`src/sv/jab_pkg.sv`:
```
// Package for the joint acceleration bound pipeline.
// Holds field widths, register indexes, reset values and stage enable types.
// No dependencies; every other file of the block imports it.
package jab_pkg;

  // Default number of fractional bits of the fixed point format.
  localparam int unsigned FRAC_BITS_DEF = 16;

  // Field widths.
  localparam int unsigned POS_W  = 32;
  localparam int unsigned LIM_W  = 31;
  localparam int unsigned HOR_W  = 32;
  localparam int unsigned INV_W  = 48;

  // Configuration port.
  localparam int unsigned CFG_W     = 48;
  localparam int unsigned CFG_IDX_W = 2;

  localparam logic [CFG_IDX_W-1:0] CFG_HORIZON    = 2'd0;
  localparam logic [CFG_IDX_W-1:0] CFG_INV_HOR    = 2'd1;
  localparam logic [CFG_IDX_W-1:0] CFG_INV_HOR_SQ = 2'd2;

  localparam logic [HOR_W-1:0] HORIZON_RST    = 32'd65;
  localparam logic [INV_W-1:0] INV_HOR_RST    = 48'd65536000;
  localparam logic [INV_W-1:0] INV_HOR_SQ_RST = 48'd65536000000;

  // Split point of the wide multiplier operands.
  localparam int unsigned SPLIT_W = 24;

  // Saturation limits of the 32-bit results.
  localparam logic [POS_W-1:0] S32_MAX = 32'h7FFF_FFFF;
  localparam logic [POS_W-1:0] S32_MIN = 32'h8000_0000;

  // Load enables of the three multiplier stages.
  typedef struct packed {
    logic prod;
    logic sum;
    logic fin;
  } mul_en_t;

  // Load enables of the two bound selection stages.
  typedef struct packed {
    logic cand;
    logic fin;
  } bnd_en_t;

endpackage

```
`src/sv/jab_bound.sv`:
```
// Two-stage bound selection: min/max against the acceleration limit, then
// swap of crossed bounds and the final clamp. Depends on jab_pkg.
module jab_bound (
  input  logic                             clk_i,
  input  jab_pkg::bnd_en_t                 en_i,
  input  logic signed [jab_pkg::POS_W-1:0] pmax_i,
  input  logic signed [jab_pkg::POS_W-1:0] pmin_i,
  input  logic signed [jab_pkg::POS_W-1:0] vmax_i,
  input  logic signed [jab_pkg::POS_W-1:0] vmin_i,
  input  logic        [jab_pkg::LIM_W-1:0] alim_i,
  output logic signed [jab_pkg::POS_W-1:0] upper_o,
  output logic signed [jab_pkg::POS_W-1:0] lower_o
);
  import jab_pkg::*;

  localparam int unsigned EXT_W = POS_W + 1;

  logic signed [EXT_W-1:0] alim_s, nalim_s;
  logic signed [EXT_W-1:0] pmax_s, pmin_s, vmax_s, vmin_s;
  logic signed [EXT_W-1:0] up_min, lo_max;
  logic signed [EXT_W-1:0] up_d, up_q, lo_d, lo_q;
  logic        [LIM_W-1:0] alim_q;
  logic signed [EXT_W-1:0] alim2_s, nalim2_s;
  logic signed [EXT_W-1:0] up_sw, lo_sw, up_cl, lo_cl;
  logic        [POS_W-1:0] upper_q, lower_q;

  // Candidate bounds: upper is the smallest, lower the largest limit.
  always_comb begin
    alim_s  = $signed({2'b00, alim_i});
    nalim_s = -alim_s;
    pmax_s  = $signed({pmax_i[POS_W-1], pmax_i});
    pmin_s  = $signed({pmin_i[POS_W-1], pmin_i});
    vmax_s  = $signed({vmax_i[POS_W-1], vmax_i});
    vmin_s  = $signed({vmin_i[POS_W-1], vmin_i});
    up_min  = (pmax_s < vmax_s) ? pmax_s : vmax_s;
    lo_max  = (pmin_s > vmin_s) ? pmin_s : vmin_s;
    up_d    = (up_min < alim_s) ? up_min : alim_s;
    lo_d    = (lo_max > nalim_s) ? lo_max : nalim_s;
  end

  always_ff @(posedge clk_i) begin
    if (en_i.cand) begin
      up_q   <= up_d;
      lo_q   <= lo_d;
      alim_q <= alim_i;
    end
  end

  // Swap crossed bounds, then clamp both into the acceleration limit.
  always_comb begin
    alim2_s  = $signed({2'b00, alim_q});
    nalim2_s = -alim2_s;
    if (up_q < lo_q) begin
      up_sw = lo_q;
      lo_sw = up_q;
    end else begin
      up_sw = up_q;
      lo_sw = lo_q;
    end
    up_cl = (up_sw > alim2_s) ? alim2_s : up_sw;
    lo_cl = (lo_sw < nalim2_s) ? nalim2_s : lo_sw;
  end

  always_ff @(posedge clk_i) begin
    if (en_i.fin) begin
      upper_q <= up_cl[POS_W-1:0];
      lower_q <= lo_cl[POS_W-1:0];
    end
  end

  assign upper_o = $signed(upper_q);
  assign lower_o = $signed(lower_q);

endmodule

```
`config.mk`:
```
export PLATFORM = sky130hd
export DESIGN_NAME = jab_bound
export DESIGN_NICKNAME = d
export VERILOG_FILES = /design/src/sv/jab_pkg.sv /design/src/sv/jab_bound.sv
export SDC_FILE = /design/constraint.sdc
export NUM_CORES = 1
export LEC_CHECK = 0
export ABC_AREA = 1
export BUFFER_PORTS_ARGS = -buffer_cell sky130_fd_sc_hd__buf_4
export CAP_MARGIN = 20
export CORE_MARGIN = 2
export CORE_UTILIZATION = 60
export DETAILED_ROUTE_END_ITERATION = 8
export PLACE_DENSITY = 0.91
export SLEW_MARGIN = 15
export SYNTH_ARGS = -nofsm -noshare
export SYNTH_HDL_FRONTEND = slang
export SYNTH_SLANG_ARGS = --single-unit
```
`constraint.sdc`:
```
create_clock -name clk_i -period 8.2 [get_ports clk_i]
set_clock_uncertainty 0.15 [all_clocks]
set_input_delay 0 -clock clk_i [delete_from_list [all_inputs] [get_ports clk_i]]
set_output_delay 0 -clock clk_i [all_outputs]
set_load 0.02 [all_outputs]
```
## Word level (Yosys, flattened, before mapping)

Cells that the tools add are included.

- Register bits: 161
- Bits in latches: 0
- Bits in writable memories: 0
- Memory bits (read-only): 0
- Input bits: 162
- Output and inout bits: 64
- Word-level logic and storage cells: 24
- Memories kept: 0

- Add/subtract/negate cells: 2
- Multipliers: 0
- Div/mod/pow operators: 0
- $lt $le $gt $ge: 7
- Equality and inequality tests: 0
- Shift operators: 0
- Muxes and demuxes: 8
- Bitwise logic cells: 0
- Reduce and logical (&&, ||, !) cells: 0

Operators with widths:

| operator | count |
|---|---|
| $mux 33 | 5 |
| $lt 33x33->1 | 2 |
| $neg 31->33 | 2 |
| $mux 31 | 2 |
| $gt 33x32->1 | 1 |
| $gt 33x33->1 | 1 |
| $lt 33x32->1 | 1 |
| $gt 32x32->1 | 1 |
| $lt 32x32->1 | 1 |
| $mux 32 | 1 |

## Logic depth before layout (Yosys ltp)

- Depth after elaboration: 4
- Depth in mapped cells: 34
- Gate-level depth less buffers: 31

## Worst setup path after synthesis

OpenSTA, ideal clock, no wires.

- Kind: reg-to-reg
- Start point: reg up_q[31]
- End point: reg upper_q[30], in the netlist upper_o[30], data pin
- Library setup time: 267 ps
- Data arrival time: 3739 ps
- Required time: 7783 ps
- Setup slack: 4044 ps
- Stages on the path, launching flop included: 30
- Buffers on the path: 3
- Clock period less this slack: 4156 ps
- Cell sequence: edfxtp_1 -> ha_1 -> nand2_1 -> nor2_1 -> nand4_1 -> nor2_1 -> nand3_1 -> nand4_1 -> nand2_2 -> buf_6 -> inv_4 -> clkbuf_1 -> nand2_1 -> o21ai_0 -> ha_1 -> nand2_1 -> inv_1 -> o21ai_0 -> a21oi_1 -> nor3_1 -> nand3_1 -> nand2_1 -> nand2_1 -> nand2_1 -> nand2_1 -> o41ai_1 -> nand2_1 -> nand2_1 -> clkbuf_1 -> o21ai_0

- Cells in the longest elaborated chain, start to end: 4

RTL lines:

| element | line | text |
|---|---|---|
| start, declared | jab_bound.sv:21 | `logic signed [EXT_W-1:0] up_d, up_q, lo_d, lo_q;` |
| start signal, assigned | jab_bound.sv:43 | `up_q <= up_d;` |
| $lt 33x33->1 | jab_bound.sv:53 | `if (up_q < lo_q) begin` |
| $mux 33 (*) | jab_bound.sv:53 |  |
| $gt 33x32->1 | jab_bound.sv:60 | `up_cl = (up_sw > alim2_s) ? alim2_s : up_sw;` |
| $mux 31 (*) | jab_bound.sv:60 |  |
| named net up_cl[30] | jab_bound.sv:24 | `logic signed [EXT_W-1:0] up_sw, lo_sw, up_cl, lo_cl;` |
| end signal, assigned | jab_bound.sv:66 | `upper_q <= up_cl[POS_W-1:0];` |
| end, declared | jab_bound.sv:25 | `logic [POS_W-1:0] upper_q, lower_q;` |

Mark *: on every way through the listed nets, which the timed path passes. The rest lies on a longest branch.
A chain may end at the register's enable or synchronous reset.

## Worst setup path after layout

- Start point: in vmin_i[19] (netlist name)
- End point: reg lo_q[24], data pin

- Cells in the longest elaborated chain, start to end: 4

RTL lines:

| element | line | text |
|---|---|---|
| start, declared | jab_bound.sv:9 | `input logic signed [jab_pkg::POS_W-1:0] vmin_i,` |
| $gt 32x32->1 | jab_bound.sv:36 | `lo_max = (pmin_s > vmin_s) ? pmin_s : vmin_s;` |
| $mux 33 (*) | jab_bound.sv:36 |  |
| $gt 33x33->1 | jab_bound.sv:38 | `lo_d = (lo_max > nalim_s) ? lo_max : nalim_s;` |
| $mux 33 (*) | jab_bound.sv:38 |  |
| named net lo_d[24] | jab_bound.sv:21 |  |
| end signal, assigned | jab_bound.sv:44 | `lo_q <= lo_d;` |
| end, declared | jab_bound.sv:21 |  |

Marked as above.

==> metrics.md <==
| Metric | Value |
|---|---|
| CTS max path bufs | `2` |
| Final setup violation count | `0` |
| Worst IR drop on VDD | `0.184 mV` |
| Cell count after placement | `2498` |
| Critical path launch point type | `input port` |
| Antenna violation net count after detailed routing | `0` |
| Highest net fanout along the worst path | `40` |
| Number of standard cells after synthesis | `2002` |
| Clock tree from TritonCTS | `built` |
| Post-detailed-route DRC marker count | `0` |
| Fin. max-slew vios | `0` |
| Number of vias in the routed layout | `15500` |
| RSZ-0062 raised after global routing | `no` |
| Net count of the finished layout | `2697` |
| Hold Slack | `0.0128 ns` |
| Wire length reported by the detailed router | `45.4 mm` |
| Routability Congestion | `1.01` |
| Antenna violations before repair | `0` |
| Fin cells | `2653` |
| Leakage power summed over all cells | `0.00937 µW` |
| Post-Synthesis Net Count | `2387` |
| Least-Margin Pin Slew | `1.10 ns` |
| Average cell area after synthesis | `7.61 µm²` |
| Mapped cell area | `15200 µm²` |
| Global-route total usage across every layer | `0.345` |
| Final period util | `0.803` |
| Biggest cell delay along the critical path | `0.74 ns` |
| Num CTS Buffers | `17` |
| Total Power Consumption | `4720 µW` |
| Clock latency reported for the late side of the worst-skew pair | `0.44 ns` |
| Average routed wire per standard cell | `17.1 µm` |
| Worst EP required | `8.21 ns` |
| Pwr dens | `250 nW/µm²` |
| Core region area | `25000 µm²` |
| Period minus WS final | `6.59 ns` |
| DP Wirelength | `34.2 mm` |
| Count of antenna diodes in the layout | `0` |
| Maximum level of the CTS H-tree | `4` |
| Die area | `26700 µm²` |
| Starting density of the core | `0.608` |
| Tightest slew margin relative to the limit | `0.267` |
| Overall die height | `163 µm` |
| Standard-cell rows | `58` |
| Proportion of register bits with asynchronous set or reset after synthesis | `0` |
| Post-synth top flop | `sky130_fd_sc_hd__edfxtp_1` |
| Detailed-router iteration count before antenna repair | `7` |
| Via/cell ratio | `5.85` |
| Crit path kind | `input port to flip-flop` |
| Number of placed I/O pins | `226` |
| Power share of the clock group | `0.175` |
| Switching part of the total power | `0.431` |
| First-pass GRT wire length | `73.5 mm` |
| Share of layout cells above drive strength 1 | `0.136` |
| 1st-iter DRT viols | `1755` |
| Die width | `163 µm` |
| Sequential group share of total power | `0.283` |
| Final Hold Violating Endpoints | `0` |
| Vias in the first global route | `15100` |
| Clock-pin slew on the worst setup and hold paths | `0.07 ns` |
| Buffers on Ports | `225` |
| Hold/Removal Path Class | `input port to flip-flop` |
| Area Growth Syn to Fin | `24.1%` |
| Total negative slack | `0 ns` |
| Status | `completed` |
| Post-layout utilization of the core | `0.755` |
| Clock Tree Root | `sky130_fd_sc_hd__clkbuf_16` |
| Pin count of the biggest net entering global routing | `68` |
| Reported net switching power | `2030 µW` |
| Clk sink count | `160` |
| Worst path arrival time | `6.60 ns` |
| Reg2Reg Setup Slack | `2.31 ns` |
| Maximum frequency from static timing analysis | `0.152 GHz` |
| Maximum capacitance violations | `0` |
| Slowest library cell on the worst path | `sky130_fd_sc_hd__a21o_1` |
| Power Internal | `2680 µW` |
| Number of instances resized during post-cts repair | `0` |
| Total congestion overflow | `0` |
| Fraction of the yosys area taken by sequential cells | `0.315` |
| Synth warnings | `0` |
| Cell mode on critical path | `sky130_fd_sc_hd__nand2_1` |
| Number of synthesized flops with an enable pin | `160` |
| Yosys cell types | `49` |
| Portion of total power attributed to combinational logic | `0.542` |
| CP Capture Type | `flip-flop` |
| Flop and latch count out of synthesis | `160` |
-- worst max-delay path: cells and delay by family --
kind,cells,cell delay [ns]
AND/OR/NAND/NOR,13,1.84
AO/OA/AOI/OAI,10,2.20
adder cells (fa/ha/maj),2,0.51
buffers and inverters,6,2.02
-- worst paths after layout --
check / from / end / depth (start not counted)
setup reg to reg: alim_q[0]$_DFFE_PP_ / lower_o[10]$_DFFE_PP_ / 25
setup / recovery: vmin_i[19] / lo_q[24]$_DFFE_PP_ / 31
hold / removal: en_i[0] / upper_o[2]$_DFFE_PP_ / 1
hold reg to reg: alim_q[26]$_DFFE_PP_ / upper_o[26]$_DFFE_PP_ / 2
-- flip-flops by register name, indices dropped and copies added, names as in the netlist --
signal and count:
lo_q 33, lower_o 32, up_q 32, upper_o 32, alim_q 31
-- cells by family (layout without fill, tap and decap cells) --
kind of cell	Yosys count	after routing	share of synthesized area
adders and majority gates	223	223	0.183
AOI/OAI and AO/OA	297	297	0.104
DFF	160	160	0.315
xor gates and xnor gates	38	38	0.0219
and+or+nand+nor	931	931	0.283
buffers and inverters	353	674	0.0925
-- layout make-up --
class / instances / area (µm²)
multi-input combinational: 1489 / 9020
fill: 1670 / 6130
sequential: 160 / 4800
timing repair buffer: 355 / 2980
inverter: 289 / 1090
clock buffer: 19 / 433
tap: 330 / 413
clock inverter: 11 / 165
-- cells in the final DEF, fill, tap and decap left out, types with 2 or more instances in the layout --
master | synthesis | layout
sky130_fd_sc_hd__a211oi_1 | 7 | 7
sky130_fd_sc_hd__a21oi_1 | 104 | 104
sky130_fd_sc_hd__a22oi_1 | 2 | 2
sky130_fd_sc_hd__a31oi_1 | 2 | 2
sky130_fd_sc_hd__and2_1 | 32 | 32
sky130_fd_sc_hd__buf_4 | 3 | 230
sky130_fd_sc_hd__bufinv_16 | 0 | 4
sky130_fd_sc_hd__clkbuf_1 | 35 | 2
sky130_fd_sc_hd__clkbuf_16 | 0 | 17
sky130_fd_sc_hd__clkinv_1 | 1 | 2
sky130_fd_sc_hd__clkinv_2 | 0 | 3
sky130_fd_sc_hd__clkinv_4 | 0 | 2
sky130_fd_sc_hd__dlygate4sd3_1 | 0 | 124
sky130_fd_sc_hd__edfxtp_1 | 160 | 160
sky130_fd_sc_hd__ha_1 | 223 | 223
sky130_fd_sc_hd__inv_1 | 282 | 282
sky130_fd_sc_hd__inv_2 | 5 | 5
sky130_fd_sc_hd__nand2_1 | 489 | 489
sky130_fd_sc_hd__nand2_2 | 11 | 11
sky130_fd_sc_hd__nand2_4 | 3 | 3
sky130_fd_sc_hd__nand3_1 | 158 | 158
sky130_fd_sc_hd__nand3_2 | 9 | 9
sky130_fd_sc_hd__nand3b_1 | 20 | 20
sky130_fd_sc_hd__nand4_1 | 68 | 68
sky130_fd_sc_hd__nor2_1 | 85 | 85
sky130_fd_sc_hd__nor2_2 | 5 | 5
sky130_fd_sc_hd__nor2_4 | 2 | 2
sky130_fd_sc_hd__nor3_1 | 14 | 14
sky130_fd_sc_hd__nor3_2 | 8 | 8
sky130_fd_sc_hd__nor3b_2 | 2 | 2
sky130_fd_sc_hd__nor4_1 | 9 | 9
sky130_fd_sc_hd__nor4b_1 | 2 | 2
sky130_fd_sc_hd__o211ai_1 | 9 | 9
sky130_fd_sc_hd__o21a_1 | 5 | 5
sky130_fd_sc_hd__o21ai_0 | 155 | 155
sky130_fd_sc_hd__o21ai_1 | 3 | 3
sky130_fd_sc_hd__o221ai_1 | 3 | 3
sky130_fd_sc_hd__o31ai_1 | 2 | 2
sky130_fd_sc_hd__or2_2 | 10 | 10
sky130_fd_sc_hd__xor2_1 | 37 | 37
-- Yosys cell counts, drive strengths merged, types with 2 or more instances --
cell type / n / share of area
a211oi: 7 / 0.0035
a21oi: 104 / 0.034
a22oi: 2 / 0.00099
a31oi: 2 / 0.00082
and2: 32 / 0.013
buf: 29 / 0.012
clkbuf: 35 / 0.0086
edfxtp: 160 / 0.32
ha: 223 / 0.18
inv: 288 / 0.071
nand2: 503 / 0.13
nand3: 167 / 0.058
nand3b: 20 / 0.0099
nand4: 68 / 0.028
nor2: 92 / 0.024
nor3: 22 / 0.0099
nor3b: 3 / 0.0021
nor4: 10 / 0.0045
nor4b: 2 / 0.0012
o211ai: 9 / 0.0044
o21a: 5 / 0.0025
o21ai: 158 / 0.052
o221ai: 3 / 0.0017
o31ai: 2 / 0.00099
or2: 11 / 0.0045
xor2: 37 / 0.021
-- stage by stage --
stage / area [µm²] / setup slack (ns)
floorplan: 15200 / 4.04
global placement: 17000 / 2.27
detailed placement: 17000 / 2.26
CTS: 18900 / 1.87
global route: 18900 / 1.26
finish: 18900 / 1.61
-- power groups by stage --
stage	clock (µW)	sequential [µW]	combinational [µW]
global route	855	1360	2850
CTS	820	1340	2480
floorplan	0	1510	1480
finish	824	1340	2560
detailed placement	0	1350	2370
global placement	0	1340	2250
-- what timing repair did --
item	4_1_cts	5_1_grt
hold buffers	124	0
setup buffers	0	0
endpoints found under the hold margin	124	0
-- metal layers --
layer  global-route usage  part of all wire
met5                    0                 0
met4                0.156             0.044
met3               0.0518              0.10
met2                0.581              0.47
met1                0.440              0.39
(Power assumes the default switching activity.)
